### src/rtl/core/sbc_pkg.sv
// ----------------------------------------------------------------------------
// sbc_pkg
// Shared types, constants and key schedule functions for the Simon 128/256
// block cipher core.
// ----------------------------------------------------------------------------
package sbc_pkg;

   localparam int ROUNDS     = 72;
   localparam int KEY_WORDS  = 4;
   localparam int WORD_W     = 64;
   localparam int KS_STEPS   = ROUNDS - KEY_WORDS;
   localparam int CNT_W      = $clog2(KS_STEPS + 1);
   localparam int Z_PERIOD   = 62;
   localparam int Z_W        = $clog2(Z_PERIOD);
   localparam int CSR_IDX_W  = 3;

   localparam logic [WORD_W-1:0] Z4_SEQ   = 64'h3DC9_4C3A_046D_678B;
   localparam logic [WORD_W-1:0] KS_CONST = 64'd3;

   // request command codes
   localparam logic CMD_ENCRYPT = 1'b0;
   localparam logic CMD_DECRYPT = 1'b1;

   typedef enum logic [CSR_IDX_W-1:0] {
      CSR_KEY_WORD0    = 3'd0,
      CSR_KEY_WORD1    = 3'd1,
      CSR_KEY_WORD2    = 3'd2,
      CSR_KEY_WORD3    = 3'd3,
      CSR_VARIANT_MODE = 3'd4
   } csr_index_type;

   typedef logic [KEY_WORDS-1:0][WORD_W-1:0] key_window_type;

   typedef struct packed {
      logic              cmd;
      logic [WORD_W-1:0] block_word0;
      logic [WORD_W-1:0] block_word1;
   } req_type;

   typedef struct packed {
      logic [WORD_W-1:0] result_word0;
      logic [WORD_W-1:0] result_word1;
   } rsp_type;

   // what one round cell holds; keys[0] is the oldest round key of the window
   typedef struct packed {
      logic              cmd;
      logic [WORD_W-1:0] word0;
      logic [WORD_W-1:0] word1;
      key_window_type    keys;
   } round_data_type;

   typedef struct packed {
      logic           valid;
      round_data_type data;
   } stage_type;

   function automatic logic [WORD_W-1:0] ror3_mix(input logic [WORD_W-1:0] a,
                                                  input logic [WORD_W-1:0] b);
      logic [WORD_W-1:0] t;
      t = {a[2:0], a[WORD_W-1:3]} ^ b;
      return t ^ {t[0], t[WORD_W-1:1]};
   endfunction

   // k[i+4] from the window k[i..i+3]
   function automatic logic [WORD_W-1:0] key_fwd(input key_window_type w, input logic z);
      return ~w[0] ^ ror3_mix(w[3], w[1]) ^ {{(WORD_W-1){1'b0}}, z} ^ KS_CONST;
   endfunction

   // k[r-4] from the window k[r-3..r]
   function automatic logic [WORD_W-1:0] key_rev(input key_window_type w, input logic z);
      return ~w[3] ^ ror3_mix(w[2], w[0]) ^ {{(WORD_W-1){1'b0}}, z} ^ KS_CONST;
   endfunction

   // z bit used by the forward step of round cell idx
   function automatic logic z_fwd_bit(input int idx);
      return Z4_SEQ[idx % Z_PERIOD];
   endfunction

   // z bit used by the reverse step of round cell idx (decrypt order)
   function automatic logic z_rev_bit(input int idx);
      int r;
      r = ROUNDS - 1 - idx;
      if (r < KEY_WORDS) begin
         return 1'b0;
      end
      return Z4_SEQ[(r - KEY_WORDS) % Z_PERIOD];
   endfunction

endpackage

### src/rtl/core/sbc_key_sched.sv
// ----------------------------------------------------------------------------
// sbc_key_sched
// Runs the key schedule forward once per key change to find the last four
// round keys, which seed the decrypt direction of the round chain.
// ----------------------------------------------------------------------------
module sbc_key_sched (
   input  logic                    clock,
   input  logic                    reset,
   input  logic                    restart,
   input  sbc_pkg::key_window_type key_words,
   output logic                    busy,
   output sbc_pkg::key_window_type last_keys
);
   import sbc_pkg::*;

   logic           load_ff;
   logic [CNT_W-1:0] cnt_ff;
   logic [Z_W-1:0] zidx_ff;
   key_window_type win_ff;
   key_window_type win_in;
   logic           running;

   assign running = (cnt_ff != CNT_W'(KS_STEPS));

   always_comb begin
      for (int i = 0; i < KEY_WORDS - 1; i++) begin
         win_in[i] = win_ff[i+1];
      end
      win_in[KEY_WORDS-1] = key_fwd(win_ff, Z4_SEQ[zidx_ff]);
   end

   always_ff @(posedge clock) begin
      if (reset) begin
         load_ff <= 1'b1;
         cnt_ff  <= '0;
         zidx_ff <= '0;
      end else if (restart) begin
         load_ff <= 1'b1;
      end else if (load_ff) begin
         load_ff <= 1'b0;
         cnt_ff  <= '0;
         zidx_ff <= '0;
      end else if (running) begin
         cnt_ff  <= cnt_ff + CNT_W'(1);
         zidx_ff <= (zidx_ff == Z_W'(Z_PERIOD - 1)) ? '0 : zidx_ff + Z_W'(1);
      end
   end

   always_ff @(posedge clock) begin
      if (load_ff) begin
         win_ff <= key_words;
      end else if (running) begin
         win_ff <= win_in;
      end
   end

   assign busy      = load_ff || running;
   assign last_keys = win_ff;

endmodule

### config.mk
export PLATFORM = sky130hd
export DESIGN_NAME = sbc_key_sched
export DESIGN_NICKNAME = d
export VERILOG_FILES = /design/src/rtl/core/sbc_pkg.sv /design/src/rtl/core/sbc_key_sched.sv
export SDC_FILE = /design/constraint.sdc
export NUM_CORES = 1
export LEC_CHECK = 0
export CORE_AREA = 2 2 202 204
export DETAILED_ROUTE_END_ITERATION = 8
export DIE_AREA = 0 0 204 206
export DONT_BUFFER_PORTS = 1
export PLACE_DENSITY_LB_ADDON = 0.3
export SLEW_MARGIN = 30
export SYNTH_ARGS = -nofsm -noshare
export SYNTH_HDL_FRONTEND = slang
export SYNTH_SLANG_ARGS = --single-unit
### constraint.sdc
create_clock -name clock -period 8.3 [get_ports clock]
set_clock_uncertainty 0.15 [all_clocks]
set_input_delay 1.66 -clock clock [delete_from_list [all_inputs] [get_ports clock]]
set_output_delay 1.66 -clock clock [all_outputs]
set_load 0.01 [all_outputs]
Word-level counts from Yosys, hierarchy flattened
Memory sizes are Yosys's and may differ from the RTL's. A register that Yosys moved wholly into a read port is not among the register bits.
Index checks and enable logic that the tools add are counted.

operators by class
  add/sub/neg operators = 2
  order comparisons = 1
  equal/unequal tests = 2
  muxes and demuxes = 11
  bitwise logic cells = 7
  reduce and logical (&&, ||, !) cells = 3

operator list
  cell                   number
  $mux W256              2
  $xor A64 B64 Y64       3
  $not A64 Y64           1
  $xor A64 B1 Y64        1
  $mux W6                5
  $mux W7                2
  $add A7 B1 Y7 const B  1
  $lt A6 B7 Y1 const B   1
  $ne A7 B7 Y1 const B   1
  $add A6 B1 Y6 const B  1
  $eq A6 B6 Y1 const B   1
  $mux W1                2
  $not A2 Y2             1
  $reduce_and A2 Y1      1
  $reduce_bool A2 Y1     1
  $logic_or A1 B1 Y1     1
  $not A1 Y1             1

word-level totals
  bits in registers = 270
  bits in read-only memories = 64
  input bits = 259
  output and inout bits = 257
  word-level logic and storage cells = 34
  memories kept = 1

memories
  memory            words  bits a word  read ports  clocked after memory_dff  wr ports  line                 RTL
  (name not given)  64     1            1           1                         0         sbc_key_sched.sv:29  win_in[KEY_WORDS-1] = key_fwd(win_ff, Z4_SEQ[zidx_ff]);

Longest topological paths before layout
  depth in word-level cells = 7
  depth in mapped cells = 13
  gate-level depth less buffers = 12

Worst setup path after synthesis
No wires, ideal clock.

  path kind = flip-flop to output port
  start point = reg cnt_ff[0]
  end point = out busy
  data arrival time = 6.178 ns
  required time = 6.490 ns
  slack = 0.312 ns
  cell stages (with the launch flop) = 5
  path buffers = 0
  cell sequence = dfxtp_1 inv_1 ha_1 nor3b_4 nand2_1

between the ends
  word-level cells in the longest chain between the ends = 2

RTL lines
  what                      line                 RTL
  start: declaration        sbc_key_sched.sv:17  logic [CNT_W-1:0] cnt_ff;
  start signal: assignment  sbc_key_sched.sv:44  cnt_ff <= cnt_ff + CNT_W'(1);
  $ne A7 B7 Y1              sbc_key_sched.sv:23  assign running = (cnt_ff != CNT_W'(KS_STEPS));
  $logic_or A1 B1 Y1        sbc_key_sched.sv:57  assign busy = load_ff || running;
  end: declaration          sbc_key_sched.sv:11  output logic busy,

Every way passes these cells.

Worst setup path in the final report
Same ends and word-level chain as after synthesis.

==> metrics.md <==
| Metric | Value |
|---|---|
| GRT Total Usage | 0.163 |
| Largest net degree at the start of global routing | 74 |
| Layout cells sized above 1 | 0.368 |
| Bufs and invs on worst path | 1 |
| Leak | around 5.2 nW |
| Die Y-Extent | between 200 and 250 um |
| Setup CP Type | reg -> out |
| CTS HTree Levels | 1 |
| Crit path largest cell delay | roughly 430 ps |
| Mapped Area | approximately 0.013 mm2 |
| Worst vdd ir | about 170 uV |
| Setup tns final | 0 ps |
| Setup slack at placement | approximately 4400 ps |
| Die area | between 0.04 and 0.05 mm2 |
| DRT Pass-1 Iters | 4 |
| Slew HR | 0.424 |
| Global-route wire length before repair | a little over 50 mm |
| Synth area leaders | edfxtp_1 (57%), mux2_2 (21%), xnor2_1 (8.9%) |
| Post-CTS Resized | 0 |
| Setup crit end kind | output pin |
| Crit path max fanout | 33 |
| Max-cap violations | 0 |
| Final Cell Area | roughly 0.015 mm2 |
| R2R Path End | last_keys[99] |
| Startpoint Class | flop |
| Critical path, cell by cell | inv_1 -> ha_1 -> nor3b_4 -> nand2_4 |
| Via count normalized by instance count | 4.99 |
| Fraction of registers with async set/reset | 0 |
| WP data required | about 6500 ps |
| Total power | about 4.2 mW |
| Syn nets | about 1100 |
| Fill count | 3800 |
| CTS Sinks | 271 |
| Top-count cell post-synth | edfxtp_1 |
| Chip width | 204 um |
| Area Overhead vs Synth | 11.9% |
| Power Density | between 200 and 300 mW/mm2 |
| DRT Wirelength | ~36 mm |
| Post-synthesis register bit count | about 270 |
| Worst-skew pair later-pin latency | 560 ps |
| Post-synth EDFFs | 256 |
| Post-CTS Setup Bufs | 0 |
| Status | finished, final reports clean |
| Period utilization | 0.438 |
| Boundary pin count | between 500 and 600 |
| Number of buffer cells added on primary ports | 0 |
| Number of global-route vias before repair | approximately 7400 |
| ANT nets after route | 0 |
| Hold Crit Depth | 2 |
| Fin cells | 1419 |
| Synth top cells by count | edfxtp_1 (256), mux2_2 (255), xnor2_1 (136), xor2_1 (67), clkbuf_1 (28) |
| Post-cts hold buffer count | 0 |
| Clock Tree Root | clkbuf_16 |
| Tmin final | 3640 ps |
| Final Util | 0.372 |
| GPL Wtd Cong | 0.871 |
| Hold_ws | around 400 ps |
| Delay-heaviest family, CP | simple AND/OR/NAND/NOR gates |
| Max-slew violations | 0 |
| 1st-iter DRT viols | between 300 and 400 |
| Reg-to-reg setup timing slack | about 4800 ps |
| Vias post-DR | roughly 7100 |
| FP Rows | 74 |
| Slew @ Worst Pin | between 800 and 900 ps |
| CTS tree | built |
| R2R cell count | 4 |
| Starting density of the core | 0.333 |
| Worst Hold Endpoint | cnt_ff[6] |
| Core Area | between 0.04 and 0.05 mm2 |
| Initial antenna violation count | 7 |
| Clk pin slew, worst setup/hold paths | about 60 ps |
| HPWL Detailed | about 28 mm |
| RSZ-0062 raised after global routing | false |
| Longest Clk Path Bufs | 3 |
| Setup violators final | 0 |
| Post-Place Cells | around 1400 |
| CP Data Arrival Time | approximately 1800 ps |
| Worst hold start | cnt_ff[6] |
| Sequential area share after synthesis | 0.597 |
| Most common flop cell mapped by yosys | edfxtp_1 |
| Ys Warns | 0 |
| Wire per inst | ~26 um |
| R2r startpoint | load_ff |
| Endpoints failing hold | 0 |
| Slowest-stage cell, CP | nand2_4 |
| Max Clk Rate | about 280 MHz |
| Post-route DRC | 0 |
| Nets | 1132 |
| Dpl cell area | ~0.014 mm2 |
| HP Class | reg -> reg |
| Worst setup margin | roughly 4700 ps |
| CTS Buf Count | 31 |
| Gate Count Post-Synth | between 800 and 900 |
| Avg Inst Size Synth | between 15 and 20 um2 |
| Yosys top cell by area | edfxtp_1 |
| Synth cell types | 48 |
| Grt ovf | 0 |
| Share of the synthesized area in the top cell type | 0.575 |
-- routing by layer --
layer / global-route usage / wire length [um] / up-vias
met5: 0 / 83 / -
met4: 0.0378 / 719 / 12
met3: 0.0740 / 4030 / 46
met2: 0.291 / 18700 / 382
met1: 0.176 / 12900 / 3460
li1: - / - / 3179
-- placed cells by master (no fill, tap or decap), types with 2 or more instances in the layout --
master,instances
clkbuf_1,4
mux2_2,255
nand2_1,9
clkinv_2,9
or3_1,2
nand2b_1,2
inv_1,7
ha_1,7
o211ai_1,2
nor2_1,16
nand4_1,3
o21ai_0,4
xnor2_1,136
nand3_1,6
clkbuf_8,5
dfxtp_1,14
clkinv_1,3
a21oi_2,2
xor2_1,67
a21oi_1,3
clkbuf_16,31
edfxtp_1,256
o21ai_1,2
nand3_2,2
and3_1,3
buf_4,7
-- area by class of cell --
class	instances	area, um2	area share
Sequential cell	271	7990	0.534
Multi-Input combinational cell	545	5240	0.350
Clock buffer	40	860	0.0574
Tap cell	532	666	0.0445
Timing Repair Buffer	9	91.3	0.00610
Clock inverter	13	86.3	0.00577
Inverter	8	30.0	0.00201
Antenna cell	1	2.50	0.000167
-- sequential cells by signal (all words and copies together) (netlist names), named ones only --
| name | flops |
|---|---|
| last_keys | 256 |
| cnt_ff | 7 |
| zidx_ff | 6 |
| load_ff | 1 |
-- where the power goes --
| group | switching [mW] | internal [mW] | total (mW) |
|---|---|---|---|
| Sequential | 0.331 | 1.73 | 2.06 |
| Combinational | 0.353 | 0.444 | 0.797 |
| Clock | 0.540 | 0.750 | 1.29 |
-- logic make-up after synthesis --
group                    Yosys count  synth area share
AND/OR/NAND/NOR                   54            0.0222
multiplexers                     256             0.215
flip-flops                       271             0.597
XOR/XNOR                         204             0.134
buffers and inverters             39            0.0118
adder cells (fa/ha/maj)            7           0.00655
AO/OA/AOI/OAI                     24            0.0128
-- worst max path at each step --
stage	startpoint	to	slack [ps]	cells past startpoint
after floorplan	cnt_ff[0]	busy	310	4
after global placement	restart	flop	4470	8
after detailed placement	restart	flop	4370	9
after CTS	cnt_ff[0]	busy	4590	4
after global routing	cnt_ff[0]	busy	4520	4
final	cnt_ff[0]	busy	4660	4
-- worst min-delay path: cells and delay by family (launching register included) --
family           cells  cell delay, ps
flip-flops           1             350
AND/OR/NAND/NOR      1              80
XOR/XNOR             1              80
(Power assumes the default switching activity.)
