`src/rtl/core/sbc_pkg.sv`:
```
// ----------------------------------------------------------------------------
// sbc_pkg
// Shared types, constants and key schedule functions for the Simon 128/256
// block cipher core.
// ----------------------------------------------------------------------------
package sbc_pkg;

   localparam int ROUNDS     = 72;
   localparam int KEY_WORDS  = 4;
   localparam int WORD_W     = 64;
   localparam int KS_STEPS   = ROUNDS - KEY_WORDS;
   localparam int CNT_W      = $clog2(KS_STEPS + 1);
   localparam int Z_PERIOD   = 62;
   localparam int Z_W        = $clog2(Z_PERIOD);
   localparam int CSR_IDX_W  = 3;

   localparam logic [WORD_W-1:0] Z4_SEQ   = 64'h3DC9_4C3A_046D_678B;
   localparam logic [WORD_W-1:0] KS_CONST = 64'd3;

   // request command codes
   localparam logic CMD_ENCRYPT = 1'b0;
   localparam logic CMD_DECRYPT = 1'b1;

   typedef enum logic [CSR_IDX_W-1:0] {
      CSR_KEY_WORD0    = 3'd0,
      CSR_KEY_WORD1    = 3'd1,
      CSR_KEY_WORD2    = 3'd2,
      CSR_KEY_WORD3    = 3'd3,
      CSR_VARIANT_MODE = 3'd4
   } csr_index_type;

   typedef logic [KEY_WORDS-1:0][WORD_W-1:0] key_window_type;

   typedef struct packed {
      logic              cmd;
      logic [WORD_W-1:0] block_word0;
      logic [WORD_W-1:0] block_word1;
   } req_type;

   typedef struct packed {
      logic [WORD_W-1:0] result_word0;
      logic [WORD_W-1:0] result_word1;
   } rsp_type;

   // what one round cell holds; keys[0] is the oldest round key of the window
   typedef struct packed {
      logic              cmd;
      logic [WORD_W-1:0] word0;
      logic [WORD_W-1:0] word1;
      key_window_type    keys;
   } round_data_type;

   typedef struct packed {
      logic           valid;
      round_data_type data;
   } stage_type;

   function automatic logic [WORD_W-1:0] ror3_mix(input logic [WORD_W-1:0] a,
                                                  input logic [WORD_W-1:0] b);
      logic [WORD_W-1:0] t;
      t = {a[2:0], a[WORD_W-1:3]} ^ b;
      return t ^ {t[0], t[WORD_W-1:1]};
   endfunction

   // k[i+4] from the window k[i..i+3]
   function automatic logic [WORD_W-1:0] key_fwd(input key_window_type w, input logic z);
      return ~w[0] ^ ror3_mix(w[3], w[1]) ^ {{(WORD_W-1){1'b0}}, z} ^ KS_CONST;
   endfunction

   // k[r-4] from the window k[r-3..r]
   function automatic logic [WORD_W-1:0] key_rev(input key_window_type w, input logic z);
      return ~w[3] ^ ror3_mix(w[2], w[0]) ^ {{(WORD_W-1){1'b0}}, z} ^ KS_CONST;
   endfunction

   // z bit used by the forward step of round cell idx
   function automatic logic z_fwd_bit(input int idx);
      return Z4_SEQ[idx % Z_PERIOD];
   endfunction

   // z bit used by the reverse step of round cell idx (decrypt order)
   function automatic logic z_rev_bit(input int idx);
      int r;
      r = ROUNDS - 1 - idx;
      if (r < KEY_WORDS) begin
         return 1'b0;
      end
      return Z4_SEQ[(r - KEY_WORDS) % Z_PERIOD];
   endfunction

endpackage

```
`src/rtl/core/sbc_round_cell.sv`:
```
// ----------------------------------------------------------------------------
// sbc_round_cell
// One Simon round plus one key schedule step, forward or reverse by command.
// ----------------------------------------------------------------------------
module sbc_round_cell (
   input  logic               clock,
   input  logic               reset,
   input  logic               advance,
   input  logic               variant,
   input  logic               z_fwd,
   input  logic               z_rev,
   input  sbc_pkg::stage_type up_in,
   output sbc_pkg::stage_type down_out
);
   import sbc_pkg::*;

   logic              valid_ff;
   round_data_type    data_ff;
   round_data_type    data_in;
   logic              decrypt;
   logic [WORD_W-1:0] x;
   logic [WORD_W-1:0] y;
   logic [WORD_W-1:0] rk;
   logic [WORD_W-1:0] a;
   logic [WORD_W-1:0] b;
   logic [WORD_W-1:0] mixed;

   always_comb begin
      decrypt = (up_in.data.cmd == CMD_DECRYPT);
      // decrypt swaps the roles of the two words
      x  = decrypt ? up_in.data.word0 : up_in.data.word1;
      y  = decrypt ? up_in.data.word1 : up_in.data.word0;
      rk = decrypt ? up_in.data.keys[KEY_WORDS-1] : up_in.data.keys[0];
      a  = {x[WORD_W-2:0], x[WORD_W-1]};
      b  = {x[WORD_W-9:0], x[WORD_W-1:WORD_W-8]};
      mixed = (variant ? (a ^ b) : (a & b)) ^ {x[WORD_W-3:0], x[WORD_W-1:WORD_W-2]}
              ^ y ^ rk;
      data_in.cmd = up_in.data.cmd;
      if (decrypt) begin
         data_in.word0   = mixed;
         data_in.word1   = x;
         data_in.keys[0] = key_rev(up_in.data.keys, z_rev);
         for (int i = 1; i < KEY_WORDS; i++) begin
            data_in.keys[i] = up_in.data.keys[i-1];
         end
      end else begin
         data_in.word0 = x;
         data_in.word1 = mixed;
         for (int i = 0; i < KEY_WORDS - 1; i++) begin
            data_in.keys[i] = up_in.data.keys[i+1];
         end
         data_in.keys[KEY_WORDS-1] = key_fwd(up_in.data.keys, z_fwd);
      end
   end

   always_ff @(posedge clock) begin
      if (reset) begin
         valid_ff <= 1'b0;
      end else if (advance) begin
         valid_ff <= up_in.valid;
      end
   end

   always_ff @(posedge clock) begin
      if (advance) begin
         data_ff <= data_in;
      end
   end

   assign down_out.valid = valid_ff;
   assign down_out.data  = data_ff;

endmodule

```
`config.mk`:
```
export PLATFORM = sky130hd
export DESIGN_NAME = sbc_round_cell
export DESIGN_NICKNAME = d
export VERILOG_FILES = /design/src/rtl/core/sbc_pkg.sv /design/src/rtl/core/sbc_round_cell.sv
export SDC_FILE = /design/constraint.sdc
export NUM_CORES = 1
export LEC_CHECK = 0
export ABC_AREA = 1
export ABC_CLOCK_PERIOD_IN_PS = 2100
export BUFFER_PORTS_ARGS = -buffer_cell sky130_fd_sc_hd__buf_2
export CORE_AREA = 4 4 299 301
export CTS_CLUSTER_DIAMETER = 30
export CTS_CLUSTER_SIZE = 16
export DETAILED_ROUTE_END_ITERATION = 10
export DIE_AREA = 0 0 303 305
export PLACE_DENSITY = 0.6
export RECOVER_POWER = 25
export SYNTH_ARGS = -nofsm -noshare
export SYNTH_HDL_FRONTEND = slang
export SYNTH_SLANG_ARGS = --single-unit
```
`constraint.sdc`:
```
create_clock -name clock -period 2.1 [get_ports clock]
set_input_delay 0.315 -clock clock [delete_from_list [all_inputs] [get_ports clock]]
set_output_delay 0.315 -clock clock [all_outputs]
set_load 0.005 [all_outputs]
```
======== Yosys cells after proc, flatten, opt, wreduce, memory -nomap -nowiden ========
Cells that the tools add are included.
storage, ports and cells
  register bits after elaboration ......... 386
  input bits .............................. 392
  word-level logic and storage cells ...... 30
  output and inout bits ................... 386
cells by class
  mux-type cells .......................... 5
  bitwise logic cells ..................... 17
operators with widths
  operator                                        count
  64-bit bitwise XOR                              10
  384-bit two-way mux                             1
  64-bit two-way mux                              4
  64-bit inverter                                 2
  64-bit by 1-bit bitwise XOR with 64-bit output  2
  64-bit AND                                      1
  2-bit inverter                                  2

======== Logic depth before layout (Yosys ltp) ========
Gate-level depths: netlist of the first run.
  depth in word-level cells ............... 7
  depth in mapped cells ................... 15
  mapped depth without buffers ............ 13

======== Worst setup path after synthesis of the first run ========
Ideal clock, no wire load.
  kind .................................... input to register
  from .................................... input port up_in[384] (netlist bit)
  to ...................................... register data_ff (netlist bit down_out[272]) (data pin)
  library setup time ...................... 0.255 ns
  path slack .............................. 0.163 ns
  arrival time ............................ 1.683 ns
  stages on the path ...................... 14
  required time ........................... 1.845 ns
  path through ............................ buf_6 buf_8 buf_4 nand2_1 o21ai_2 ha_1 nand2_1 inv_1 nor2_1 nand2_1 nand2_1 nand2_1 nand3_1 nand2_1
RTL lines
  what                    line                  RTL
  start: declaration      sbc_round_cell.sv:12  input sbc_pkg::stage_type up_in,
  end signal: assignment  sbc_round_cell.sv:66  data_ff <= data_in;
  end: declaration        sbc_round_cell.sv:18  round_data_type data_ff;

======== Final worst setup path of the first run ========
  from .................................... input port advance
  to ...................................... register data_ff (netlist bit down_out[368]) (enable)
RTL lines
  what                line                 RTL
  start: declaration  sbc_round_cell.sv:8  input logic advance,
No word-level cell between the ends.

==> results.cfg, run 1 <==
[cells_and_area]
drive_above_1_share = 0.197
area_delta_synth_final_pct = 34.2
fin_nets = 6498
fin_area_sq_mm = 0.0431
fin_cells = 7311

[logic_synthesis]
yosysSeqAreaShare = 0.360
synth.distinct_cells = 21
synth_compound_area_frac = 0.0456
ys_ff_latch = 386
synth_top_family_by_area = simple AND/OR/NAND/NOR gates
synthMuxAreaShare = 0.000311
synth_adder_area_share = 0.0249
synth_simple_gate_area_frac = 0.398
synth_area_sq_mm = 0.0322
synth_xor_area_frac = 0.0708
synth_fp_nets = 5436
yosysWarnings = 0
synthCells = 4980
postSynthAreaPerCell_sq_um = 6.46

[grt]
grt_max_degree = 85
antenna_found_initial = 27
grt_pass1_vias = 32500
grtUsageTotal = 0.242
grt_pass1_wl_mm = 177
grt_remaining_overflow = 0

[worst_setup_path]
arrival_ns = 2.21
crit_path_max_fanout = 31
worstSetupStartpointType = input port
required_ns = 2.39
cp_top_family = buffers and inverters
end_kind = flop
crit_buf_inv = 4
max_stage_delay_ns = 0.56
cp_common_cell = clkbuf_2
path_class = input port to flop
cp_slowest_cell = dlygate4sd3_1
crit_chain = dlygate4sd3_1 -> buf_8 -> clkbuf_2 -> clkbuf_2

[route]
drc = 0
via_per_inst = 4.68
drt_iter0_drc = 2172
wl_per_cell_um = 15.8
antenna_left = 0
via_count = 34200
drt-total-wl_mm = 116
dr.pass1.iters = 7

[floorplanning]
initial_core_util = 0.371
coreArea_sq_mm = 0.0866
die_width_um = 303
die_area_sq_mm = 0.0924
num_io_pins = 778
die_h_um = 305
rows = 108

[flow_run]
maxCapViolCount = 0

[cts]
clkTransAtPathRegs_ns = 0.05
htree_levels = 3
cts_tree = done
cts.sinks = 386
clockRootBuffer = clkbuf_16
cts_buffers = 103
clock_tree.buffer_depth = 3
clock_latency_ns = 0.66

[sta]
setup_tns_ns = 0
rsz0062_at_grt = no
worst_pin_slew_ns = 0.920
relSlewSlack = 0.386
fin_crit_sh = 0.915
skew_ns = 0
drv_slew = 0
setup_viol = 0
fin_crit_ns = 1.92
worst_slack_ns = 0.179
finalHoldViolations = 0
fmax_mhz = 521

[power]
vdd_ir_drop_max_v = 0.000709
power-per-cell-area_mw_per_mm2 = 782
leakage_uw = 0.0236

[place]
placed_area_sq_mm = 0.0386
io_buffers = 777
gp_congestion = 0.914
place_ws_ns = -0.241
dp_hpwl_mm = 92.5
dp_cells = 6981

[worst_hold_path]
hold_class = input port to flop

[run_status]
status = completed
[area by class of cell]
cell class / instances / area (sq um)
inverters: 578 / 2180
flip-flops and latches: 386 / 11600
clock inverters: 77 / 923
fillers: 8752 / 43500
repair buffers: 1129 / 6940
diodes: 24 / 60.1
well taps: 1155 / 1450
multi-input cells: 3844 / 17300
clock buffers: 118 / 2680
[registers in the layout, summed over array words and instances (netlist names)]
signal / count
down_out: 385
valid_ff: 1
[per-layer routing]
layer | vias to the layer above | track usage | share of wire
met3 | 199 | 0.0558 | 0.074
li1 | 17600 | - | -
met2 | 1003 | 0.431 | 0.49
met5 | - | 0 | 0
met4 | 0 | 0.0825 | 0.029
met1 | 15400 | 0.285 | 0.40
[Yosys cell counts]
library cell  number  area (sq um)
nand2_1         2619          9830
inv_1            577          2170
edfxtp_1         385         11600
nand3_1          384          1920
nor2_1           249           935
o21ai_0          190           951
xnor2_1          130          1140
xor2_1           130          1140
buf_2             84           420
ha_1              64           801
o21ai_2           57           499
buf_4             48           360
clkbuf_1          20          75.1
nand2_2           17           106
buf_6             13           146
clkbuf_2           5          25.0
o21ai_1            3          15.0
buf_8              2          30.0
dfxtp_1            1          20.0
inv_2              1          3.75
mux2i_1            1          10.0
[worst reg2reg max path, stage by stage (launching register included)]
cell,delay [ns]
dfxtp_1,0.31
mux2i_1,0.16
nor2_1,0.05
dlygate4sd3_1,0.55
[timing repair]
item,in CTS,in global routing
setup buffers,0,0
hold endpoints to repair,181,0
hold buffers,111,0
resized for setup,0,0
[worst paths after layout]
path                                  from             to  slack (ns)  cells past startpoint
worst min register to register    valid_ff       valid_ff        1.07                      3
worst min-delay path            up_in[166]  down_out[102]        0.06                      3
worst max-delay path               advance  down_out[368]        0.18                      4
worst max register to register    valid_ff       valid_ff        0.91                      3
[per-stage QoR]
| stage | utilization | hold WS, ns | power [uW] |
|---|---|---|---|
| 6_report | 0.498 | 0.0561 | 33800 |
| 5_1_grt | 0.498 | 0.0286 | 35600 |
| 4_1_cts | 0.500 | 0.000427 | 34100 |
| 3_5_place_dp | 0.446 | 0.475 | 17600 |
| 3_3_place_gp | 0.446 | 0.468 | 17500 |
| 2_1_floorplan | - | 0.387 | 14200 |
[layout by cell type, fill, tap and decap left out]
cell type	count
buf_2	744
nor2_1	249
edfxtp_1	385
clkinv_8	1
inv_16	1
mux2i_1	1
clkinvlp_4	13
buf_8	2
clkinv_1	9
clkbuf_2	5
inv_8	1
buf_12	21
inv_6	9
bufinv_16	15
ha_1	64
xnor2_1	130
nand3_1	384
clkinv_4	15
nand2_1	2619
clkinv_2	13
xor2_1	130
buf_4	184
diode_2	24
inv_1	577
clkbuf_16	105
clkinv_16	1
nand2_2	17
o21ai_2	57
o21ai_0	190
buf_6	1
dlygate4sd3_1	111
clkbuf_1	73
o21ai_1	3
clkbuf_4	1
dfxtp_1	1
[kinds of logic (layout without fill, tap and decap cells)]
group           count (synthesis)  after routing
simple gates                 3269           3269
buf+inv                       750           1902
flops                         386            386
xor+xnor                      260            260
compound gates                250            250
fa+ha+maj                      64             64
mux                             1              1
other cells                     0             24
[power breakdown]
group	internal [uW]	switching, uW
clock network	11000	5200
registers	9560	324
logic	2970	4690
total	23500	10200
Note: power is estimated with default switching activity, not from simulation.
==> run 2: changes to the inputs <==
--- a/config.mk
+++ b/config.mk
@@ -15,6 +15,7 @@
 export DIE_AREA = 0 0 303 305
 export PLACE_DENSITY = 0.6
 export RECOVER_POWER = 25
+export SETUP_SLACK_MARGIN = 0.2
 export SYNTH_ARGS = -nofsm -noshare
 export SYNTH_HDL_FRONTEND = slang
 export SYNTH_SLANG_ARGS = --single-unit
==> run 2 against run 1 <==
Clock-buffer cell count down 3. First-iteration DRC count fell by 8.2%. Critical path depth unchanged. Maximum frequency increased by 4.0%. Power grew 3.6%. Clock power grew 8%. Die area is the same. Global-route usage shrank 0.14 points. Sequential cell count unchanged. Register-to-register slack about the same. Cell count is 0.12% lower. Combinational power is 1% lower. Largest power group unchanged.
==> results.cfg, run 2 (synthesis results as in run 1) <==
[run_status]
status = completed

[worst_setup_path]
cp_slowest_cell = clkbuf_2
required_ns = 2.41
path_class = input port to flop
arrival_ns = 2.16
crit_buf_inv = 4
worstSetupStartpointType = input port
cp_top_family = buffers and inverters
cp_common_cell = clkbuf_2
crit_chain = dlygate4sd3_1 -> buf_8 -> clkbuf_2 -> clkbuf_2
end_kind = flop
max_stage_delay_ns = 0.60
crit_path_max_fanout = 19

[cts]
cts_tree = done
clock_latency_ns = 0.67
clockRootBuffer = clkbuf_16
htree_levels = 3
clkTransAtPathRegs_ns = 0.05
cts_setup_buffers = 0
cts_buffers = 109
clock_tree.buffer_depth = 3
cts.sinks = 386

[sta]
holdWs_ns = 0.0550
skew_ns = 0
relSlewSlack = 0.363
finalHoldViolations = 0
worst_pin_slew_ns = 0.955
drv_slew = 0
setup_viol = 0
fmax_mhz = 541
rsz0062_at_grt = no
fin_crit_ns = 1.85
fin_crit_sh = 0.880
worst_slack_ns = 0.253

[grt]
grt_max_degree = 83
grt_pass1_vias = 33000
antenna_found_initial = 41
grt_pass1_wl_mm = 177
grtUsageTotal = 0.241
grt_remaining_overflow = 0

[cells_and_area]
drive_above_1_share = 0.207
fin_util = 0.502
layout_commonest_cell = nand2_1
fin_nets = 6479
largest_reg_flops = 385
layout_common_cells = nand2_1, buf_2, inv_1
area_delta_synth_final_pct = 35.2

[power]
leakage_uw = 0.0237
p_switching_uw = 10400
combPwrFrac = 0.217
seqPwrFrac = 0.284
internal-power_uw = 24500
switching_share = 0.298
vdd_ir_drop_max_v = 0.000652
p_clk_frac = 0.499
power-per-cell-area_mw_per_mm2 = 805

[route]
dr.pass1.iters = 8
via_count = 34400
drc = 0
drt-total-wl_mm = 115
drt_iter0_drc = 1993
via_per_inst = 4.71
antenna_left = 0
wl_per_cell_um = 15.8

[floorplanning]
die_h_um = 305
die_area_sq_mm = 0.0924
num_io_pins = 778
die_width_um = 303
coreArea_sq_mm = 0.0866
rows = 108
initial_core_util = 0.371

[place]
place_ws_ns = -0.269
io_buffers = 777
dp_hpwl_mm = 91.0
gp_congestion = 0.902

[worst_hold_path]
hold_class = input port to flop

[flow_run]
maxCapViolCount = 0
-- run 2: cell count changes in the layout (fill, tap and decap cells not counted), moves of 6 or more --
| cell | before | now |
|---|---|---|
| nand2_2 | 17 | 62 |
| dlygate4sd3_1 | 111 | 119 |
| buf_2 | 744 | 760 |
| clkbuf_1 | 73 | 36 |
| inv_6 | 9 | 3 |
| clkinvlp_4 | 13 | 23 |
| nand2_1 | 2619 | 2573 |
| buf_4 | 184 | 163 |
-- run 2: final timing paths --
kind | start | end | slack [ns] | cells after the start
setup / recovery | advance | down_out[69] | 0.25 | 4
setup reg to reg | valid_ff | valid_ff | 0.91 | 3
hold / removal | up_in[156] | down_out[220] | 0.05 | 3
hold reg to reg | valid_ff | valid_ff | 1.09 | 3
-- run 2: routing by layer --
metal  global-route usage  vias to the layer above  share of wire
met5                    0                        -        0.00047
met4               0.0956                       10          0.034
met3               0.0493                      240          0.069
met2                0.428                     1036           0.50
met1                0.282                    15500           0.40
li1                     -                    17600              -
-- run 2: area by class of cell --
class                           instances  area (sq um)
Timing Repair Buffer                 1104          6810
Inverter                              578          2180
Antenna cell                           28          70.1
Clock buffer                          115          2770
Sequential cell                       386         11600
Multi-Input combinational cell       3844         17500
Clock inverter                         92          1130
Fill cell                            8731         43200
Tap cell                             1155          1450
-- run 2: through the flow --
step                      power (uW)  cells  setup TNS (ns)  instance area [sq um]
after floorplan                14200   4980               0                  32300
after global placement         17400   6948          -20.86                  38400
after detailed placement       17500   6948          -24.50                  38400
after CTS                      35300   7274               0                  43500
after global routing           36900   7301               0                  43500
final                          35000   7302               0                  43500
-- run 2: power groups by stage --
stage               Sequential [uW]  Clock [uW]  Combinational (uW)
finish                         9950       17500                7580
global route                  10000       18300                8640
CTS                            9950       17700                7650
detailed placement            10100           0                7430
global placement              10100           0                7320
floorplan                     10000           0                4160
-- run 2: worst register-to-register path: stages, from the launching register on --
cell,delay [ns]
dfxtp_1,0.31
mux2i_1,0.14
nor2_1,0.05
dlygate4sd3_1,0.56
-- run 2: repair_timing --
| item | CTS | global route |
|---|---|---|
| resized for setup | 0 | 3 |
| endpoints found under the setup margin | 0 | 2 |
| endpoints found under the hold margin | 197 | 0 |
| hold buffers | 119 | 0 |
==> run 3: changes to the inputs <==
--- a/config.mk
+++ b/config.mk
@@ -13,9 +13,11 @@
 export CTS_CLUSTER_SIZE = 16
 export DETAILED_ROUTE_END_ITERATION = 10
 export DIE_AREA = 0 0 303 305
+export GPL_TIMING_DRIVEN = 0
 export PLACE_DENSITY = 0.6
 export RECOVER_POWER = 25
 export SETUP_SLACK_MARGIN = 0.2
+export SKIP_CTS_REPAIR_TIMING = 1
 export SYNTH_ARGS = -nofsm -noshare
 export SYNTH_HDL_FRONTEND = slang
 export SYNTH_SLANG_ARGS = --single-unit
==> run 3 against run 2 <==
The run now ends with negative hold slack left. Via count is 1.6% higher. Critical path depth is 8 higher. Global-route usage is 4.4 points higher. Combinational power is 3% higher. Sequential cell count stayed put.
==> results.cfg, run 3 (synthesis results as in run 1) <==
[place]
dp_hpwl_mm = 108
gp_congestion = 0.932
io_buffers = 774

[floorplanning]
die_width_um = 303
rows = 108
die_h_um = 305
die_area_sq_mm = 0.0924
coreArea_sq_mm = 0.0866
initial_core_util = 0.371
num_io_pins = 778

[grt]
antenna_found_initial = 25
grtUsageTotal = 0.284
grt_remaining_overflow = 0
grt_pass1_vias = 33300
grt_pass1_wl_mm = 201
grt_max_degree = 120

[cts]
htree_levels = 3
clock_latency_ns = 0.65
cts_buffers = 109
clockRootBuffer = clkbuf_16
clkTransAtPathRegs_ns = 0.04
cts.sinks = 386
clock_tree.buffer_depth = 3
cts_tree = done

[cells_and_area]
fin_util = 0.482
multiInputGateArea_sq_mm = 0.0176
layout_common_cells = nand2_1, buf_2, inv_1
area_delta_synth_final_pct = 29.8
fillers = 8869
ff_latch_area_sq_mm = 0.0116
fin_nets = 6347
largest_reg_flops = 385
drive_above_1_share = 0.205
layout_commonest_cell = nand2_1

[sta]
setup_viol = 0
rsz0062_at_grt = yes
fin_crit_ns = 1.85
holdWs_ns = -0.00633
worst_pin_slew_ns = 1.38
fin_crit_sh = 0.881
fmax_mhz = 540
drv_slew = 0
relSlewSlack = 0.0823
finalHoldViolations = 1
skew_ns = 0

[power]
leakage_uw = 0.0230
internal-power_uw = 23500
p_clk_frac = 0.480
vdd_ir_drop_max_v = 0.000632
seqPwrFrac = 0.290
switching_share = 0.305
power-per-cell-area_mw_per_mm2 = 812
combPwrFrac = 0.230
p_switching_uw = 10300
total_power_uw = 33900

[route]
drc = 0
wl_per_cell_um = 19.1
drt_iter0_drc = 2523
antenna_left = 0
dr.pass1.iters = 6
via_per_inst = 4.89
via_count = 35000
drt-total-wl_mm = 136

[worst_setup_path]
path_class = input port to flop
end_kind = flop
crit_path_max_fanout = 10
required_ns = 2.48
worstSetupStartpointType = input port
reg2reg_slack_ns = 0.92
arrival_ns = 2.23

[run_status]
status = finished with violations
violations = negative hold slack

[worst_hold_path]
hold_class = input port to flop

[flow_run]
maxCapViolCount = 0
## run 3: cell types whose count changed in the layout (fill, tap and decap cells not counted), moves of 7 or more
cell	delta
buf_12	-14
diode_2	-8
clkinv_4	-8
buf_6	+13
dlygate4sd3_1	-102
o21ai_4	+9
buf_2	+94
o21ai_2	-9
buf_4	-116
clkinvlp_4	-8
bufinv_16	-7
## run 3: power by group through the flow
| stage | Sequential, uW | Combinational [uW] | Clock (uW) |
|---|---|---|---|
| 2_1_floorplan | 10000 | 4160 | 0 |
| 3_3_place_gp | 10000 | 7520 | 0 |
| 3_5_place_dp | 9930 | 7640 | 0 |
| 4_1_cts | 9820 | 7680 | 16500 |
| 5_1_grt | 9880 | 8740 | 17000 |
| 6_report | 9820 | 7780 | 16300 |
## run 3: critical path, stage by stage
cell and delay, ns:
buf_6 0.15, buf_12 0.16, inv_2 0.09, clkbuf_2 0.55, buf_2 0.36, nand2_1 0.07, nand2_1 0.06, nand2_1 0.05
nand2_1 0.08, nand2_1 0.08, nand3_1 0.10, nand2_2 0.11
## run 3: metrics by stage
step / worst slack, ns / setup TNS (ns) / instance area (sq um) / instances
final: 0.249 / 0 / 41700 / 7157
after CTS: -0.251 / -10.72 / 41300 / 7114
after floorplan: 0.167 / 0 / 32300 / 4980
after global placement: -5.52 / -2277.57 / 37600 / 6909
after detailed placement: -0.948 / -194.65 / 37700 / 6912
after global routing: 0.153 / 0 / 41700 / 7153
## run 3: routing by layer
layer / global-route usage / wire length [um]
met1: 0.344 / 53800
met2: 0.491 / 66200
met3: 0.0648 / 11800
met4: 0.107 / 4720
met5: 0 / 13
## run 3: layout make-up
type / instances / share of cell area
clock buffers: 133 / 0.0693
plain buffers: 172 / 0.0273
well taps: 1155 / 0.0346
repair buffers: 800 / 0.0999
flip-flops and latches: 386 / 0.278
inverters: 578 / 0.0520
multi-input cells: 3844 / 0.421
clock inverters: 69 / 0.0175
diodes: 20 / 0.00120
## run 3: path summary, 6_finish.rpt
check	start	depth (start not counted)	to
worst max-delay path	up_in[384]	12	down_out[340]
worst min register to register	valid_ff	3	valid_ff
worst min-delay path	up_in[383]	3	down_out[319]
worst max register to register	valid_ff	3	valid_ff
